**src/design/row_chunk_write_descriptor_gen_defines.svh**
```systemverilog
// Assertion macros used by the descriptor generator back end.
`ifndef ROW_CHUNK_WRITE_DESCRIPTOR_GEN_DEFINES_SVH
`define ROW_CHUNK_WRITE_DESCRIPTOR_GEN_DEFINES_SVH

// Same-cycle implication, sampled on clk and disabled while arst_n is low.
`define RCWD_ASSERT_NOW(label, ante, cons) \
	label: assert property (@(posedge clk) disable iff (!arst_n) (ante) |-> (cons)) \
		else $error("rcwd: same-cycle check failed");

// Next-cycle implication, sampled on clk and disabled while arst_n is low.
`define RCWD_ASSERT_NEXT(label, ante, cons) \
	label: assert property (@(posedge clk) disable iff (!arst_n) (ante) |=> (cons)) \
		else $error("rcwd: next-cycle check failed");

`endif

```
**src/design/rcwd_pkg.sv**
```systemverilog
// Types and constants shared by the row chunk write descriptor generator.
package rcwd_pkg;

	localparam int CFG_INDEX_W = 3;
	localparam int CFG_DATA_W  = 16;
	localparam int DIVISOR_W   = 16;

	localparam logic [CFG_INDEX_W-1:0] REG_PAGES_PER_ROW     = 3'd0;
	localparam logic [CFG_INDEX_W-1:0] REG_ELEMENTS_PER_PAGE = 3'd1;
	localparam logic [CFG_INDEX_W-1:0] REG_BYTES_PER_ELEM    = 3'd2;
	localparam logic [CFG_INDEX_W-1:0] REG_ELEMENTS_PER_ROW  = 3'd3;
	localparam logic [CFG_INDEX_W-1:0] REG_SUBBLOCK_BYTES    = 3'd4;

	localparam logic CMD_START   = 1'b0;
	localparam logic CMD_NEXT    = 1'b1;
	localparam logic STATUS_OK   = 1'b0;
	localparam logic STATUS_IDLE = 1'b1;

	typedef struct packed {
		logic        command;
		logic [19:0] first_row;
		logic [20:0] row_count;
	} request_t;

	typedef struct packed {
		logic        status;
		logic [31:0] page_id;
		logic [23:0] byte_offset;
		logic [15:0] byte_count;
		logic        row_done;
		logic        job_done;
	} result_t;

	// Configuration as seen by the back end, zero values already forced to one
	// where the register is used as a divisor or a limit.
	typedef struct packed {
		logic [15:0] pages_per_row;
		logic [15:0] elements_per_page;
		logic [6:0]  bytes_per_elem;
		logic [15:0] elements_per_row;
		logic [15:0] subblock_bytes;
	} cfg_t;

	typedef enum logic {
		KIND_START,
		KIND_NEXT
	} cmd_kind_t;

	typedef struct packed {
		cmd_kind_t   kind;
		logic [19:0] first_row;
		logic [20:0] row_count;
	} entry_t;

	typedef struct packed {
		logic   valid;
		entry_t entry;
	} queue_head_t;

endpackage

```
**src/design/rcwd_front.sv**
```systemverilog
// Front end: takes requests, classifies them and holds them in a two-entry queue.
module rcwd_front
	import rcwd_pkg::*;
(
	input  logic        clk,
	input  logic        arst_n,
	input  logic        start,
	output logic        busy,
	input  request_t    request,
	output queue_head_t head,
	input  logic        pop
);

	entry_t     entries_q [2];
	logic       wr_ptr_q;
	logic       rd_ptr_q;
	logic [1:0] count_q;
	logic       push;
	entry_t     new_entry;

	assign busy = (count_q == 2'd2);
	assign push = start && !busy;

	always_comb begin
		new_entry.kind      = (request.command == CMD_NEXT) ? KIND_NEXT : KIND_START;
		new_entry.first_row = request.first_row;
		new_entry.row_count = request.row_count;
	end

	assign head.valid = (count_q != 2'd0);
	assign head.entry = entries_q[rd_ptr_q];

	always_ff @(posedge clk) begin
		if (push) begin
			entries_q[wr_ptr_q] <= new_entry;
		end
	end

	always_ff @(posedge clk or negedge arst_n) begin
		if (!arst_n) begin
			wr_ptr_q <= 1'b0;
			rd_ptr_q <= 1'b0;
			count_q  <= 2'd0;
		end else begin
			if (push) begin
				wr_ptr_q <= ~wr_ptr_q;
			end
			if (pop) begin
				rd_ptr_q <= ~rd_ptr_q;
			end
			if (push && !pop) begin
				count_q <= count_q + 2'd1;
			end else if (pop && !push) begin
				count_q <= count_q - 2'd1;
			end
		end
	end

endmodule

```
**src/design/rcwd_div.sv**
```systemverilog
// Restoring divider that retires two quotient bits per cycle.
module rcwd_div
	import rcwd_pkg::*;
#(
	parameter int DW = 16
) (
	input  logic                 clk,
	input  logic                 arst_n,
	input  logic                 go,
	input  logic [DW-1:0]        dividend,
	input  logic [DIVISOR_W-1:0] divisor,
	output logic                 done,
	output logic [DW-1:0]        quotient,
	output logic [DIVISOR_W-1:0] remainder
);

	localparam int DWE  = DW + (DW % 2);
	localparam int ITER = DWE / 2;
	localparam int CNTW = $clog2(ITER + 1);

	logic [DIVISOR_W:0]   rem_q;
	logic [DWE-1:0]       quo_q;
	logic [DIVISOR_W-1:0] dvs_q;
	logic [CNTW-1:0]      cnt_q;
	logic                 run_q;
	logic                 done_q;
	logic [DIVISOR_W:0]   rem_d;
	logic [DWE-1:0]       quo_d;

	// Two dependent shift-and-subtract steps per cycle.
	always_comb begin
		rem_d = rem_q;
		quo_d = quo_q;
		for (int i = 0; i < 2; i++) begin
			rem_d = {rem_d[DIVISOR_W-1:0], quo_d[DWE-1]};
			quo_d = {quo_d[DWE-2:0], 1'b0};
			if (rem_d >= {1'b0, dvs_q}) begin
				rem_d    = rem_d - {1'b0, dvs_q};
				quo_d[0] = 1'b1;
			end
		end
	end

	always_ff @(posedge clk) begin
		if (go) begin
			rem_q <= '0;
			quo_q <= DWE'(dividend);
			dvs_q <= divisor;
		end else if (run_q) begin
			rem_q <= rem_d;
			quo_q <= quo_d;
		end
	end

	always_ff @(posedge clk or negedge arst_n) begin
		if (!arst_n) begin
			cnt_q  <= '0;
			run_q  <= 1'b0;
			done_q <= 1'b0;
		end else begin
			done_q <= 1'b0;
			if (go) begin
				cnt_q <= CNTW'(ITER);
				run_q <= 1'b1;
			end else if (run_q) begin
				cnt_q <= cnt_q - CNTW'(1);
				if (cnt_q == CNTW'(1)) begin
					run_q  <= 1'b0;
					done_q <= 1'b1;
				end
			end
		end
	end

	assign done      = done_q;
	assign quotient  = quo_q[DW-1:0];
	assign remainder = rem_q[DIVISOR_W-1:0];

endmodule

```
**src/design/rcwd_back.sv**
```systemverilog
// Back end: holds the job state; a next request yields a descriptor, or idle status.
module rcwd_back
	import rcwd_pkg::*;
#(
	parameter int ROW_WIDTH    = 20,
	parameter int COLUMN_WIDTH = 16
) (
	input  logic        clk,
	input  logic        arst_n,
	input  cfg_t        cfg,
	input  queue_head_t head,
	output logic        pop,
	output logic        result_valid,
	output result_t     result
);

	`include "row_chunk_write_descriptor_gen_defines.svh"

	localparam int DW = (COLUMN_WIDTH > 16) ? COLUMN_WIDTH : 16;

	typedef enum logic [2:0] {
		ST_IDLE,
		ST_EPS,
		ST_COL,
		ST_POS,
		ST_MUL,
		ST_FIN
	} state_t;

	state_t                state_q;
	logic [ROW_WIDTH-1:0]    row_q;
	logic [20:0]             rows_left_q;
	logic [COLUMN_WIDTH-1:0] col_q;
	logic                    active_q;
	logic                    result_valid_q;
	result_t                 result_q;

	logic                 div_go_q;
	logic [DW-1:0]        div_a_q;
	logic [DIVISOR_W-1:0] div_b_q;
	logic                 div_done;
	logic [DW-1:0]        div_quo;
	logic [DIVISOR_W-1:0] div_rem;

	logic [15:0] eps_q;
	logic [DW-1:0] colq_q;
	logic [15:0] sbi_q;
	logic [15:0] len_q;
	logic        in_row_q;
	logic [31:0] rowprod_q;
	logic [23:0] off_q;
	logic [15:0] cnt_q;

	logic [DW-1:0]          col_ext;
	logic [DW-1:0]          epr_ext;
	logic                   in_row;
	logic [15:0]            row_room;
	logic [15:0]            page_room;
	logic [15:0]            len_next;
	logic [15:0]            eps_next;
	logic [DW:0]            col_sum;
	logic                   row_done_w;
	logic [20:0]            rows_left_dec;
	logic [ROW_WIDTH+15:0]  rowprod_w;
	logic [31:0]            offprod;
	logic [22:0]            cntprod;
	logic [31:0]            page_sum;

	rcwd_div #(
		.DW(DW)
	) u_div (
		.clk      (clk),
		.arst_n   (arst_n),
		.go       (div_go_q),
		.dividend (div_a_q),
		.divisor  (div_b_q),
		.done     (div_done),
		.quotient (div_quo),
		.remainder(div_rem)
	);

	always_comb begin
		col_ext   = DW'(col_q);
		epr_ext   = DW'(cfg.elements_per_row);
		in_row    = (col_ext < epr_ext);
		row_room  = 16'(epr_ext - col_ext);
		page_room = cfg.elements_per_page - div_rem;
		// Chunk length: least of subblock size, room left in row, room left in page.
		len_next  = eps_q;
		if (row_room < len_next) begin
			len_next = row_room;
		end
		if (page_room < len_next) begin
			len_next = page_room;
		end
		eps_next      = (div_quo[15:0] == 16'd0) ? 16'd1 : div_quo[15:0];
		col_sum       = (DW+1)'(col_q) + (DW+1)'(len_q);
		row_done_w    = !in_row_q || (col_sum >= (DW+1)'(cfg.elements_per_row));
		rows_left_dec = rows_left_q - 21'd1;
		rowprod_w     = row_q * cfg.pages_per_row;
		offprod       = sbi_q * cfg.subblock_bytes;
		cntprod       = len_q * cfg.bytes_per_elem;
		page_sum      = rowprod_q + 32'(colq_q);
	end

	assign pop = (state_q == ST_IDLE) && head.valid;

	// Datapath registers: divider operands and per-chunk intermediate values.
	always_ff @(posedge clk) begin
		case (state_q)
			ST_IDLE: begin
				div_a_q <= DW'(cfg.subblock_bytes);
				div_b_q <= DIVISOR_W'(cfg.bytes_per_elem);
			end
			ST_EPS: begin
				if (div_done) begin
					eps_q   <= eps_next;
					div_a_q <= col_ext;
					div_b_q <= cfg.elements_per_page;
				end
			end
			ST_COL: begin
				if (div_done) begin
					colq_q   <= div_quo;
					in_row_q <= in_row;
					len_q    <= len_next;
					div_a_q  <= DW'(div_rem);
					div_b_q  <= eps_q;
				end
			end
			ST_POS: begin
				if (div_done) begin
					sbi_q <= div_quo[15:0];
				end
			end
			ST_MUL: begin
				rowprod_q <= 32'(rowprod_w);
				off_q     <= offprod[23:0];
				cnt_q     <= cntprod[15:0];
			end
			default: begin
			end
		endcase
	end

	always_ff @(posedge clk or negedge arst_n) begin
		if (!arst_n) begin
			state_q        <= ST_IDLE;
			row_q          <= '0;
			rows_left_q    <= '0;
			col_q          <= '0;
			active_q       <= 1'b0;
			div_go_q       <= 1'b0;
			result_valid_q <= 1'b0;
			result_q       <= '0;
		end else begin
			div_go_q       <= 1'b0;
			result_valid_q <= 1'b0;
			case (state_q)
				ST_IDLE: begin
					if (head.valid) begin
						if (head.entry.kind == KIND_START) begin
							row_q       <= ROW_WIDTH'(head.entry.first_row);
							rows_left_q <= head.entry.row_count;
							col_q       <= '0;
							active_q    <= (head.entry.row_count != 21'd0);
						end else if (!active_q) begin
							result_q.status      <= STATUS_IDLE;
							result_q.page_id     <= '0;
							result_q.byte_offset <= '0;
							result_q.byte_count  <= '0;
							result_q.row_done    <= 1'b0;
							result_q.job_done    <= 1'b0;
							result_valid_q       <= 1'b1;
						end else begin
							div_go_q <= 1'b1;
							state_q  <= ST_EPS;
						end
					end
				end
				ST_EPS: begin
					if (div_done) begin
						div_go_q <= 1'b1;
						state_q  <= ST_COL;
					end
				end
				ST_COL: begin
					if (div_done) begin
						div_go_q <= 1'b1;
						state_q  <= ST_POS;
					end
				end
				ST_POS: begin
					if (div_done) begin
						state_q <= ST_MUL;
					end
				end
				ST_MUL: begin
					state_q <= ST_FIN;
				end
				ST_FIN: begin
					result_q.status      <= STATUS_OK;
					result_q.page_id     <= page_sum;
					result_q.byte_offset <= off_q;
					result_q.byte_count  <= in_row_q ? cnt_q : 16'd0;
					result_q.row_done    <= row_done_w;
					result_q.job_done    <= row_done_w && (rows_left_dec == 21'd0);
					result_valid_q       <= 1'b1;
					if (row_done_w) begin
						col_q       <= '0;
						row_q       <= row_q + ROW_WIDTH'(1);
						rows_left_q <= rows_left_dec;
						if (rows_left_dec == 21'd0) begin
							active_q <= 1'b0;
						end
					end else begin
						col_q <= COLUMN_WIDTH'(col_sum);
					end
					state_q <= ST_IDLE;
				end
				default: begin
					state_q <= ST_IDLE;
				end
			endcase
		end
	end

	assign result_valid = result_valid_q;
	assign result       = result_q;

	`RCWD_ASSERT_NEXT(a_fin_emits, state_q == ST_FIN, result_valid_q)
	`RCWD_ASSERT_NOW(a_job_ends_row, result_valid_q && result_q.job_done, result_q.row_done)
	`RCWD_ASSERT_NOW(a_idle_is_empty, result_valid_q && result_q.status == STATUS_IDLE, (result_q.byte_count == 16'd0) && (result_q.page_id == 32'd0) && !result_q.row_done)
	`RCWD_ASSERT_NOW(a_job_done_clears, result_valid_q && result_q.job_done, !active_q)

endmodule

```
**src/design/row_chunk_write_descriptor_gen.sv**
```systemverilog
// Top level of the row chunk write descriptor generator.
//
// A request is taken at a rising edge where start is high and busy is low. A start
// request (command 0) loads the first row and row count of a job and yields no
// result. A next request (command 1) yields exactly one result, shown on result
// for a single cycle while result_valid is high; the receiver cannot hold it off,
// so it must sample it then. When no job is active a next request returns status 1
// with all other fields zero, in the cycle right after the edge at which it leaves
// the queue. Otherwise one shared divider that retires two quotient bits per cycle
// runs three times per descriptor (elements per subblock, page and in-page position
// of the column, subblock index), followed by a multiply state (ST_MUL) and a
// finishing state (ST_FIN). Up to two requests wait in a queue in front of the
// sequencer, so busy only rises when both slots are taken. Configuration registers
// are written through cfg_we, cfg_index and cfg_wdata at any edge with cfg_we high,
// and must only change while no descriptor is in work.

module row_chunk_write_descriptor_gen
	import rcwd_pkg::*;
#(
	parameter int ROW_WIDTH    = 20,
	parameter int COLUMN_WIDTH = 16
) (
	input  logic                   clk,
	input  logic                   arst_n,
	input  logic                   start,
	output logic                   busy,
	input  request_t               request,
	input  logic                   cfg_we,
	input  logic [CFG_INDEX_W-1:0] cfg_index,
	input  logic [CFG_DATA_W-1:0]  cfg_wdata,
	output logic                   result_valid,
	output result_t                result
);

	logic [15:0] pages_per_row_q;
	logic [15:0] elements_per_page_q;
	logic [6:0]  bytes_per_elem_q;
	logic [15:0] elements_per_row_q;
	logic [15:0] subblock_bytes_q;

	cfg_t        cfg;
	queue_head_t head;
	logic        pop;

	// Configuration registers; writes to unused indexes are dropped.
	always_ff @(posedge clk or negedge arst_n) begin
		if (!arst_n) begin
			pages_per_row_q     <= 16'd1;
			elements_per_page_q <= 16'd1;
			bytes_per_elem_q    <= 7'd1;
			elements_per_row_q  <= 16'd1;
			subblock_bytes_q    <= 16'd1;
		end else if (cfg_we) begin
			case (cfg_index)
				REG_PAGES_PER_ROW:     pages_per_row_q     <= cfg_wdata;
				REG_ELEMENTS_PER_PAGE: elements_per_page_q <= cfg_wdata;
				REG_BYTES_PER_ELEM:    bytes_per_elem_q    <= cfg_wdata[6:0];
				REG_ELEMENTS_PER_ROW:  elements_per_row_q  <= cfg_wdata;
				REG_SUBBLOCK_BYTES:    subblock_bytes_q    <= cfg_wdata;
				default: begin
				end
			endcase
		end
	end

	// Element size, page size and row length of zero behave as one. Pages per row
	// and subblock bytes are used as written.
	always_comb begin
		cfg.pages_per_row     = pages_per_row_q;
		cfg.elements_per_page = (elements_per_page_q == 16'd0) ? 16'd1 : elements_per_page_q;
		cfg.bytes_per_elem    = (bytes_per_elem_q == 7'd0) ? 7'd1 : bytes_per_elem_q;
		cfg.elements_per_row  = (elements_per_row_q == 16'd0) ? 16'd1 : elements_per_row_q;
		cfg.subblock_bytes    = subblock_bytes_q;
	end

	// Request intake and queue.
	rcwd_front u_front (
		.clk    (clk),
		.arst_n (arst_n),
		.start  (start),
		.busy   (busy),
		.request(request),
		.head   (head),
		.pop    (pop)
	);

	// Job state and descriptor sequencer.
	rcwd_back #(
		.ROW_WIDTH   (ROW_WIDTH),
		.COLUMN_WIDTH(COLUMN_WIDTH)
	) u_back (
		.clk         (clk),
		.arst_n      (arst_n),
		.cfg         (cfg),
		.head        (head),
		.pop         (pop),
		.result_valid(result_valid),
		.result      (result)
	);

endmodule
```
**config.mk**
```make
export PLATFORM = sky130hd
export DESIGN_NAME = row_chunk_write_descriptor_gen
export DESIGN_NICKNAME = d
export VERILOG_FILES = /design/src/design/rcwd_pkg.sv /design/src/design/rcwd_front.sv /design/src/design/rcwd_div.sv /design/src/design/rcwd_back.sv /design/src/design/row_chunk_write_descriptor_gen.sv
export VERILOG_INCLUDE_DIRS = /design/src /design/src/design
export SDC_FILE = /design/constraint.sdc
export NUM_CORES = 2
export LEC_CHECK = 0
export BUFFER_PORTS_ARGS = -buffer_cell sky130_fd_sc_hd__buf_2
export CAP_MARGIN = 10
export CORE_AREA = 10 10 329 331
export CTS_CLUSTER_DIAMETER = 60
export DETAILED_ROUTE_END_ITERATION = 7
export DIE_AREA = 0 0 339 341
export SLEW_MARGIN = 25
export SYNTH_ARGS = -nofsm -noshare
export SYNTH_HDL_FRONTEND = slang
export SYNTH_SLANG_ARGS = --single-unit
```
**constraint.sdc**
```tcl
create_clock -name clk -period 8.34 [get_ports clk]
set_input_delay 0 -clock clk [delete_from_list [all_inputs] [get_ports clk]]
set_output_delay 0 -clock clk [all_outputs]
set_load 0.05 [all_outputs]
```
======== Yosys cells after proc, flatten, opt, wreduce, memory -nomap -nowiden ========
Memory sizes are Yosys's and may differ from the RTL's.
Index checks and enable logic that the tools add are counted.
operators by class
  equality and inequality tests ........... 21
  multiplexer cells ....................... 68
  $add $sub $neg .......................... 11
  bitwise gates (word level) .............. 2
  reduce and logical (&&, ||, !) cells .... 38
  multipliers ............................. 3
  order comparisons ....................... 6
operator list
  operator                 count
  $mux W16                 16
  $mux W75                 3
  $pmux W75 S2             1
  $pmux W16 S3             2
  $sub A16 B16 Y16         4
  $mux W21                 3
  $mux W20                 3
  $ge A17 B16 Y1           3
  $logic_not A16 Y1        3
  $lt A16 B16 Y1           3
  $pmux W21 S2             1
  $pmux W20 S2             1
  $add A32 B16 Y32         1
  $mul A20 B16 Y32         1
  $pmux W16 S2             1
  $mul A16 B16 Y24         1
  $mux W1                  22
  $logic_not A21 Y1        1
  $reduce_bool A21 Y1      1
  $sub A21 B1 Y21 const B  1
  $add A20 B1 Y20 const B  1
  $mux W3                  6
  $add A16 B16 Y17         1
  $mul A16 B7 Y16          1
  other kinds (29)         68
storage, ports and cells
  bits in writable memories ............... 84
  input port bits ......................... 65
  flip-flop bits (word level) ............. 436
  output and inout port bits .............. 77
  memories ................................ 1
memory list
  memory             words  width  rd ports  clocked after memory_dff  wr ports  RTL line          RTL
  u_front.entries_q  2      42     1         0                         1         rcwd_front.sv:14  entry_t entries_q [2];

======== Longest topological paths before layout ========
  depth in word-level cells ............... 7
  depth in mapped cells ................... 34

======== Modules after synthesis ========
Synthesis repeated with hierarchy kept, for this count alone.
unflattened totals
  cells, all modules ...................... 4,521
  area total of the unflattened synthesis .. 45,986.6 um^2
modules (own cells, without submodules)
  module                          seq. area each (um^2)  times used  cells each  area an instance (um^2)
  rcwd_back                       8,528.2                1           3,754       35,561.6
  rcwd_div                        1,431.4                1           414         4,041.4
  rcwd_front                      2,622.5                1           150         3,430.8
  row_chunk_write_descriptor_gen  1,783.0                1           203         2,952.8

======== Worst setup path before layout ========
No wires, ideal clock.
  path type ............................... register to register
  from .................................... register u_back.row_q[10]
  to ...................................... register u_back.rowprod_q[30] (data pin)
  clock period less this slack ............ 6.376 ns
  stages on the path, launching flop included .. 25
  data arrival time ....................... 6.118 ns
  setup slack ............................. 1.964 ns
  path buffers ............................ 2
  setup time .............................. 0.258 ns
  path through ............................ dfrtp_1 clkbuf_1 clkbuf_1 nand2_1 fa_1 inv_1 fa_1 inv_1 fa_1 fa_1 inv_1 fa_1 inv_1 fa_1 inv_1 ha_1 a21o_1 a211oi_1 o2111ai_1 a22oi_1 o31ai_1 a211oi_1 o21bai_1 a21oi_1 xnor2_1
between the ends
  word-level cells in the longest chain between the ends .. 1
RTL lines
  element                   RTL line          RTL
  from (decl)               rcwd_back.sv:31   logic [ROW_WIDTH-1:0] row_q;
  from (signal assigned)    rcwd_back.sv:163  row_q <= ROW_WIDTH'(head.entry.first_row);
  from (signal assigned)    rcwd_back.sv:211  row_q <= row_q + ROW_WIDTH'(1);
  $mul A20 B16 Y32          rcwd_back.sv:100  rowprod_w = row_q * cfg.pages_per_row;
  net u_back.rowprod_w[30]  rcwd_back.sv:64   logic [ROW_WIDTH+15:0] rowprod_w;
  to (signal assigned)      rcwd_back.sv:137  rowprod_q <= 32'(rowprod_w);
  to (decl)                 rcwd_back.sv:50   logic [31:0] rowprod_q;
The timed path passes the listed nets, and every way through them passes these cells.
A chain may end at the register's enable or synchronous reset.

======== Worst setup path after layout ========
  from .................................... register elements_per_row_q[1]
  to ...................................... register u_back.len_q[14] (data pin)
between the ends
  word-level cells in the longest chain between the ends .. 7
RTL lines
  element                  RTL line                              RTL
  from (decl)              row_chunk_write_descriptor_gen.sv:38  logic [15:0] elements_per_row_q;
  from (signal assigned)   row_chunk_write_descriptor_gen.sv:58  REG_ELEMENTS_PER_ROW: elements_per_row_q <= cfg_wdata;
  $logic_not A16 Y1        row_chunk_write_descriptor_gen.sv:72  cfg.elements_per_row = (elements_per_row_q == 16'd0) ? 16'd1 : elements_per_row_q;
  $mux W16 *               row_chunk_write_descriptor_gen.sv:72
  $sub A16 B16 Y16 *       rcwd_back.sv:86                       row_room = 16'(epr_ext - col_ext);
  $lt A16 B16 Y1           rcwd_back.sv:90                       if (row_room < len_next) begin
  $mux W16 *               rcwd_back.sv:90
  $lt A16 B16 Y1           rcwd_back.sv:93                       if (page_room < len_next) begin
  $mux W16 *               rcwd_back.sv:93
  net u_back.len_next[14]  rcwd_back.sv:59                       logic [15:0] len_next;
  to (signal assigned)     rcwd_back.sv:126                      len_q <= len_next;
  to (decl)                rcwd_back.sv:48                       logic [15:0] len_q;
The timed path passes the listed nets; every way through them passes the cells marked *.

==> impl_metrics.py <==
metrics = {
    "logic_synthesis": {
        "avgSynthCellArea_sq_um": 9.99,
        "ys_warn_count": 0,
        "yosys_register_bits": 520,
        "synth_top_cell_area_share": 0.207,
        "synthArstFlopShare": 0.421,
        "synth_top_area_cell": "fa_1",
        "yosysUniqueCellTypes": 93,
        "syn_nets": 5417,
        "synth_top_flop_cell": "edfxtp_1",
        "netlist_area_sq_um": 45500,
        "synth-seq-area-share": 0.316,
        "synthTopCellsByArea": "fa_1, edfxtp_1, dfrtp_1, ha_1, inv_1",
        "synth_edf_count": 285,
        "synth_cells": 4557,
    },
    "clock_network": {
        "clk_pin_slew_worst_paths_ps": 60,
        "tritoncts": "built",
        "cts-htree-levels": 3,
        "cts-root-buf": "clkbuf_16",
        "ctsHoldBuffers": 67,
        "post_cts_buffers": 0,
        "cts.path.max_buffers": 3,
        "insertion_delay_ps": 640,
        "cts_resized": 0,
        "cts_num_sinks": 520,
        "cts_made_buffers": 68,
    },
    "sta": {
        "slew_violations": 0,
        "rsz0062_at_grt": "no",
        "tns_ps": 0,
        "clock_skew_ps": 42.6,
        "setup_viol": 0,
        "fin_crit_sh": 0.884,
        "max_clock_freq_ghz": 0.136,
        "relSlewSlack": 0.293,
        "max_slew.worst_pin.slew_ps": 1060,
        "fin_crit_ps": 7370,
        "hold_viol_final": 0,
    },
    "routing": {
        "wl_um": 125000,
        "vias": 32900,
        "drtPass1Iterations": 6,
        "drtAntennaViolNets": 0,
        "vias_per_cell": 5.45,
        "drc": 0,
        "drt_iter0_drc": 2383,
        "routedWlPerCell_um": 20.6,
    },
    "grt": {
        "grt-ovfl-total": 0,
        "grt_pass1_wl_um": 197000,
        "antenna_found_initial": 6,
        "grt_pass1_vias": 33900,
        "grt_usage": 0.215,
        "grt_max_degree": 154,
    },
    "floorplan": {
        "fp.dieH_um": 341,
        "die_area_sq_um": 116000,
        "num_io_pins": 142,
        "rows": 117,
        "core_area_sq_um": 101000,
        "initial_core_util": 0.449,
        "die_x_um": 339,
    },
    "final_layout": {
        "final_common_cell": "inv_1",
        "fin_nets": 5472,
        "final_cell_mix": "inv_1, nand2_1, fa_1",
        "drive_gt1_frac": 0.0949,
        "n_fill_cell": 9389,
        "syn_to_final_growth_pct": 10.4,
    },
    "worst_setup_path": {
        "path_delay_family": "compound AO/OA/AOI/OAI gates",
        "reg2reg_from": "elements_per_row_q[1]",
        "slowest_stage": "o21a_1",
        "max_stage_delay_ps": 720,
        "crit_type": "reg -> reg",
        "critPathBufInv": 0,
        "r2r_cells": 28,
        "critPathLaunchType": "flop",
        "critPathCaptureType": "flop",
        "worstPathRequired_ps": 8690,
        "r2r_slack_ps": 970,
        "critPathArrivalTime_ps": 7720,
        "reg2reg_to": "u_back.len_q[14]",
        "cp_max_fo": 32,
    },
    "place": {
        "io_buffers": 141,
        "globalplace.congestion": 0.920,
        "place_hpwl_um": 92400,
    },
    "min_path": {
        "hold_end": "u_front.entries_q[1][18]",
        "min_path_cells": 2,
        "hp-class": "in -> reg",
        "worstHoldStart": "request[18]",
    },
    "flow_run": {
        "cap_violations": 0,
    },
    "run_status": {
        "status": "finished clean",
    },
}
## worst max path at each step
stage,from,endpoint,cells after the start
global placement,elements_per_row_q[1],u_back.len_q[1],28
finish,elements_per_row_q[1],u_back.len_q[14],28
floorplan,u_back.row_q[10],u_back.rowprod_q[30],24
CTS,elements_per_row_q[1],u_back.len_q[14],28
detailed placement,elements_per_row_q[1],u_back.len_q[9],28
global route,elements_per_row_q[1],u_back.len_q[15],28
## Yosys cell counts (all sizes together) (43+ instances only)
master	instances
a211oi	43
a21o	62
a21oi	180
a22o	52
and2	225
clkbuf	224
dfrtp	214
edfxtp	285
fa	471
ha	324
inv	628
mux2	102
mux2i	54
nand2	570
nor2	182
nor3	54
o21ai	190
o22ai	56
xnor2	136
xor2	61
## flip-flops by register name (all words and copies together), names as in the netlist, 4 cells and up
register               flops
u_back.cnt_q              16
elements_per_row_q        16
subblock_bytes_q          16
pages_per_row_q           16
u_back.div_b_q            16
u_back.result             75
u_back.sbi_q              16
bytes_per_elem_q           7
u_back.u_div.cnt_q         4
u_back.div_a_q            16
elements_per_page_q       16
u_back.row_q              20
u_back.u_div.dvs_q        16
u_back.rows_left_q        21
u_back.len_q              16
u_back.rowprod_q          32
u_back.u_div.rem_q        16
u_back.off_q              24
u_back.u_div.quotient     16
u_back.col_ext            16
u_front.entries_q         84
u_back.colq_q             16
u_back.eps_q              16
## metrics by stage
step,hold WS (ps),util,cell area [sq um],std cells,setup slack (ps)
after global placement,-6.10,0.466,47200,5843,1090
after detailed placement,-8.89,0.466,47200,5843,1070
after floorplan,-296,-,45500,4557,1960
final,78.8,0.495,50200,6039,968
after CTS,36.0,0.495,50200,6036,1040
after global routing,68.3,0.495,50200,6038,440
## routing by layer
metal	global-route usage	vias to the layer above	wire, um
met5	0	-	13
met4	0.0655	2	3460
met3	0.0353	165	9450
met2	0.335	1178	55400
met1	0.304	16400	56200
li1	-	15200	-
## worst reg2reg max path: cells and delay by family (launching register included)
| kind | cells | cell delay, ps |
|---|---|---|
| AO/OA/AOI/OAI | 19 | 4890 |
| multiplexers | 1 | 190 |
| adder cells (fa/ha/maj) | 3 | 830 |
| AND/OR/NAND/NOR | 5 | 750 |
| flip-flops | 1 | 440 |
## cell type report
class | count | area, sq um | share of cell area
multi-input cells | 3155 | 27900 | 0.555
flip-flops and latches | 520 | 14400 | 0.286
inverters | 629 | 2360 | 0.0470
clock buffers | 88 | 1890 | 0.0376
well taps | 1368 | 1710 | 0.0341
repair buffers | 238 | 1640 | 0.0327
clock inverters | 38 | 394 | 0.00785
diodes | 3 | 7.51 | 0.000149
## kinds of logic after synthesis
group           Yosys count  synth area share
mux                     156            0.0373
flops                   520             0.316
simple gates           1239             0.128
buf+inv                 882            0.0743
fa+ha+maj               795             0.296
compound gates          768             0.111
xor+xnor                197            0.0379
Power is left out: the tool's default activity adds up to more than one toggle a clock period on the data nets, which glitch-free logic cannot reach.
